### config.mk
export PLATFORM = sky130hd
export DESIGN_NAME = vrt_mul
export DESIGN_NICKNAME = d
export VERILOG_FILES = /design/src/hdl/vrt_pkg.sv /design/src/hdl/vrt_mul.sv
export SDC_FILE = /design/constraint.sdc
export NUM_CORES = 2
export LEC_CHECK = 0
export BUFFER_PORTS_ARGS = -buffer_cell sky130_fd_sc_hd__buf_2
export CORE_MARGIN = 2
export CORE_UTILIZATION = 59
export CTS_CLUSTER_SIZE = 30
export DETAILED_ROUTE_END_ITERATION = 10
export GPL_ROUTABILITY_DRIVEN = 0
export PLACE_DENSITY = 0.76
export RECOVER_POWER = 50
export SLEW_MARGIN = 5
export SYNTH_ARGS = -nofsm -noshare
export SYNTH_HDL_FRONTEND = slang
export SYNTH_SLANG_ARGS = --single-unit
### constraint.sdc
create_clock -name clk_i -period 24.5 [get_ports clk_i]
set_input_delay 4.9 -clock clk_i [delete_from_list [all_inputs] [get_ports clk_i]]
set_output_delay 4.9 -clock clk_i [all_outputs]
set_load 0.02 [all_outputs]
### src/hdl/vrt_pkg.sv
// Shared types, constants and helpers for the voxel ray traversal block.
`timescale 1ns / 1ps
package vrt_pkg;

  localparam int ResultCap = 64;
  localparam int CoordBits = 16;
  localparam int CntW      = $clog2(ResultCap + 1);
  localparam int MulAW     = 34;
  localparam int MulBW     = 32;
  localparam int MulPW     = MulAW + MulBW;

  localparam logic signed [31:0] TInf = 32'sh7FFF_FFFF;
  localparam logic signed [31:0] TMin = 32'sh8000_0000;

  localparam logic [2:0] FaceOrigin = 3'd0;

  typedef enum logic [3:0] {
    S_IDLE,
    S_TMUL,
    S_TWR,
    S_EWR,
    S_ORIG,
    S_OUT,
    S_PICK,
    S_TM,
    S_S1,
    S_S2
  } state_e;

  typedef logic signed [CoordBits-1:0] coord_t;
  typedef logic signed [31:0]          time_t;

  // Product shifted right by 16 with floor, saturated to 32 bits.
  function automatic time_t sat_shr16(input logic signed [MulPW-1:0] p);
    logic signed [MulPW-17:0] v;
    v = p[MulPW-1:16];
    if (!v[MulPW-17] && (v[MulPW-17:31] != '0)) return TInf;
    if (v[MulPW-17] && (v[MulPW-17:31] != '1)) return TMin;
    return v[31:0];
  endfunction

  function automatic time_t tadd(input time_t a, input time_t b);
    logic signed [32:0] s;
    s = {a[31], a} + {b[31], b};
    if (a == TInf || b == TInf) return TInf;
    if (s > 33'sh0_7FFF_FFFF) return TInf;
    if (s < -33'sh0_8000_0000) return TMin;
    return s[31:0];
  endfunction

  function automatic logic [1:0] other_lo(input logic [1:0] ax);
    return (ax == 2'd0) ? 2'd1 : 2'd0;
  endfunction

  function automatic logic [1:0] other_hi(input logic [1:0] ax);
    return (ax == 2'd2) ? 2'd1 : 2'd2;
  endfunction

endpackage

### src/hdl/vrt_mul.sv
// Shared signed multiplier with a registered product.
`timescale 1ns / 1ps
module vrt_mul (
  input  logic                              clk_i,
  input  logic signed [vrt_pkg::MulAW-1:0]  a_i,
  input  logic signed [vrt_pkg::MulBW-1:0]  b_i,
  output logic signed [vrt_pkg::MulPW-1:0]  p_o
);
  import vrt_pkg::*;

  logic signed [MulPW-1:0] p_q;

  always_ff @(posedge clk_i) begin
    p_q <= MulPW'(a_i) * MulPW'(b_i);
  end

  assign p_o = p_q;

endmodule

==> reports/results.tsv <==
stage	metric	value	unit
logic_synthesis	#FFs+latches synth	66	
worst_hold_path	hold crit path type	in -> reg	
placed_design	HPWL Detailed	81.2	mm
global_routing	largest net degree at the start of global routing	35	
die	Core Area	66900	sq um
logic_synthesis	cells after synthesis	4212	
timing	Least-Margin Pin Slew	1.78	ns
status	outcome	complete, but fails checks	
drt	Detail Route Antenna Nets	0	
cells_and_area	Final Core Density	0.612	
clocking	post-CTS setup buffer count	0	
logic_synthesis	Synth Net Count	5609	
logic_synthesis	count of cell types in the netlist	61	
timing	Max Slew Vio Count	33	
timing	setup TNS	0	ns
global_routing	vias in the first global route	31400	
die	die area	69400	sq um
logic_synthesis	Syn Area/Cell	9.42	sq um
cells_and_area	Post-Layout Cell Count	5021	
drt	vias	28200	
cells_and_area	fin nets	5539	
drt	vias per cell	5.61	
logic_synthesis	post-synthesis sequential area ratio	0.0333	
die	Die H	263	um
setup_path	Critical Path RT	24.77	ns
setup_path	Worst Path Max Fanout	34	
setup_path	worst path arrival time	13.53	ns
cells_and_area	synth-to-layout area growth	3.16	%
clocking	CTS H-tree lvls	3	
timing	Hold Fails Final Rpt	0	
clocking	CTS tree	built	
drt	final wirelength	102	mm
cells_and_area	layout cells sized above 1	0.0297	
setup_path	Crit path largest cell delay	0.94	ns
setup_path	Worst Setup SP	b_i[2]	
timing	min cycle time layout	13.25	ns
global_routing	GRT Total Usage	0.315	
global_routing	initial antenna violation count	6	
run	max_cap viols	1	
placed_design	Placed Instances	5004	
timing	relative slew slack	-0.189	
logic_synthesis	synthesized area	39700	sq um
setup_path	crit end category	flop	
drt	initial drt markers	1813	
drt	routed len/inst	20.3	um
clocking	CTS-repair resized insts	0	
logic_synthesis	Ys Warns	0	
logic_synthesis	Post-synth EDFFs	0	
timing	RSZ-0062 raised after global routing	false	
timing	Final period util	0.541	
worst_hold_path	Hold Startpoint	b_i[0]	
status	violated checks	max-capacitance violations, max-slew violations	
clocking	clk sinks	66	
setup_path	CP most frequent cell	fa_1	
clocking	CTS hold repair buffers	0	
placed_design	IO buf count	132	
die	Die X	263	um
drt	Pre-antenna DRT Iters	5	
timing	Highest Clock Rate	0.0754	GHz
clocking	Root Driver	clkbuf_16	
logic_synthesis	main flop type after synthesis	dfxtp_1	
cells_and_area	Largest register FFs	66	
global_routing	grt total ovfl	0	
clocking	CTS Buf Count	9	
die	# IOs	133	
timing	Setup violations, final	0	
global_routing	first-pass GRT wire length	169	mm
die	initial core utilization	0.593	
drt	Residual DRC	0	
logic_synthesis	Post-synth ARST share	0	
clocking	Clock Tree Buf Depth	2	
clocking	clock slew at reported path FFs	0.07	ns
die	row count	95	
setup_path	kind of critical path	in -> reg	
setup_path	crit path launch type	input pin	
setup_path	Slowest-stage cell, CP	fa_1	
[layout make-up]
class | instances | area [sq um]
antenna | 1 | 2.50
clock buffer | 11 | 253
clock inverter | 5 | 85.1
fill | 5629 | 26000
inverter | 1053 | 3950
multi-input combinational | 2866 | 33600
sequential | 66 | 1320
tap | 873 | 1090
timing repair buffer | 146 | 684
[layer usage]
layer	vias to the layer above	track usage	routed length [um]
met5	-	0	38
met4	8	0.131	4600
met3	294	0.0620	8580
met2	1286	0.523	50200
met1	14800	0.408	38400
li1	11800	-	-
[synthesized netlist by cell type (all sizes together) (3+ instances only)]
master | count | area (sq um)
a2111oi | 4 | 67.6
a211oi | 8 | 70.1
a21boi | 5 | 45.0
a21o | 32 | 240
a21oi | 75 | 383
a221oi | 3 | 43.8
a31oi | 10 | 62.6
a41oi | 3 | 33.8
and2 | 534 | 3340
and3 | 7 | 48.8
buf | 8 | 40.0
clkbuf | 219 | 822
dfxtp | 66 | 1320
fa | 1142 | 22900
ha | 188 | 2350
inv | 1053 | 3950
nand2 | 566 | 2130
nand2b | 14 | 87.6
nand3 | 21 | 105
nand4 | 10 | 62.6
nor2 | 64 | 240
nor2b | 8 | 50.1
nor3 | 11 | 60.1
o211a | 3 | 30.0
o211ai | 9 | 72.6
o21ai | 37 | 189
o21bai | 10 | 75.1
o22ai | 3 | 18.8
o31ai | 4 | 40.0
o41ai | 4 | 42.6
or2 | 3 | 18.8
xnor2 | 52 | 455
xor2 | 21 | 184
[worst max-delay path: cells and delay by family]
kind	cells	cell delay, ns
xor gates and xnor gates	1	0.15
and+or+nand+nor	4	0.65
adders and majority gates	9	4.80
buffers and inverters	6	1.17
AOI/OAI and AO/OA	5	1.82
[cells in the final DEF, fill, tap and decap left out, drive strengths merged, types with 14 or more instances in the layout]
cell type  instances
clkbuf            76
dfxtp             66
nand2            566
xnor2             52
a21o              32
o21ai             37
and2             534
a21oi             75
buf               81
fa              1142
inv             1054
nor2              64
ha               188
nand2b            14
xor2              21
nand3             21
[metrics by stage]
step	cell area [sq um]	hold slack [ns]	setup WS, ns
final	40900	5.17	11.25
after global routing	40900	5.16	10.91
after CTS	41000	5.13	11.37
after detailed placement	40700	5.31	10.98
after global placement	40700	5.31	11.02
after floorplan	39700	5.03	12.35
[cells by family after synthesis]
group / after synthesis / share of synthesized area
fa+ha+maj: 1330 / 0.635
buf+inv: 1280 / 0.121
simple gates: 1244 / 0.156
compound gates: 219 / 0.0379
xor+xnor: 73 / 0.0161
flops: 66 / 0.0333
[worst paths after layout]
| kind | end | cells after the start |
|---|---|---|
| min | p_o[0] | 2 |
| max | p_o[55] | 25 |
Power is not shown: default switching activity piles up to over one toggle a cycle in this logic, so the estimate is an artifact.
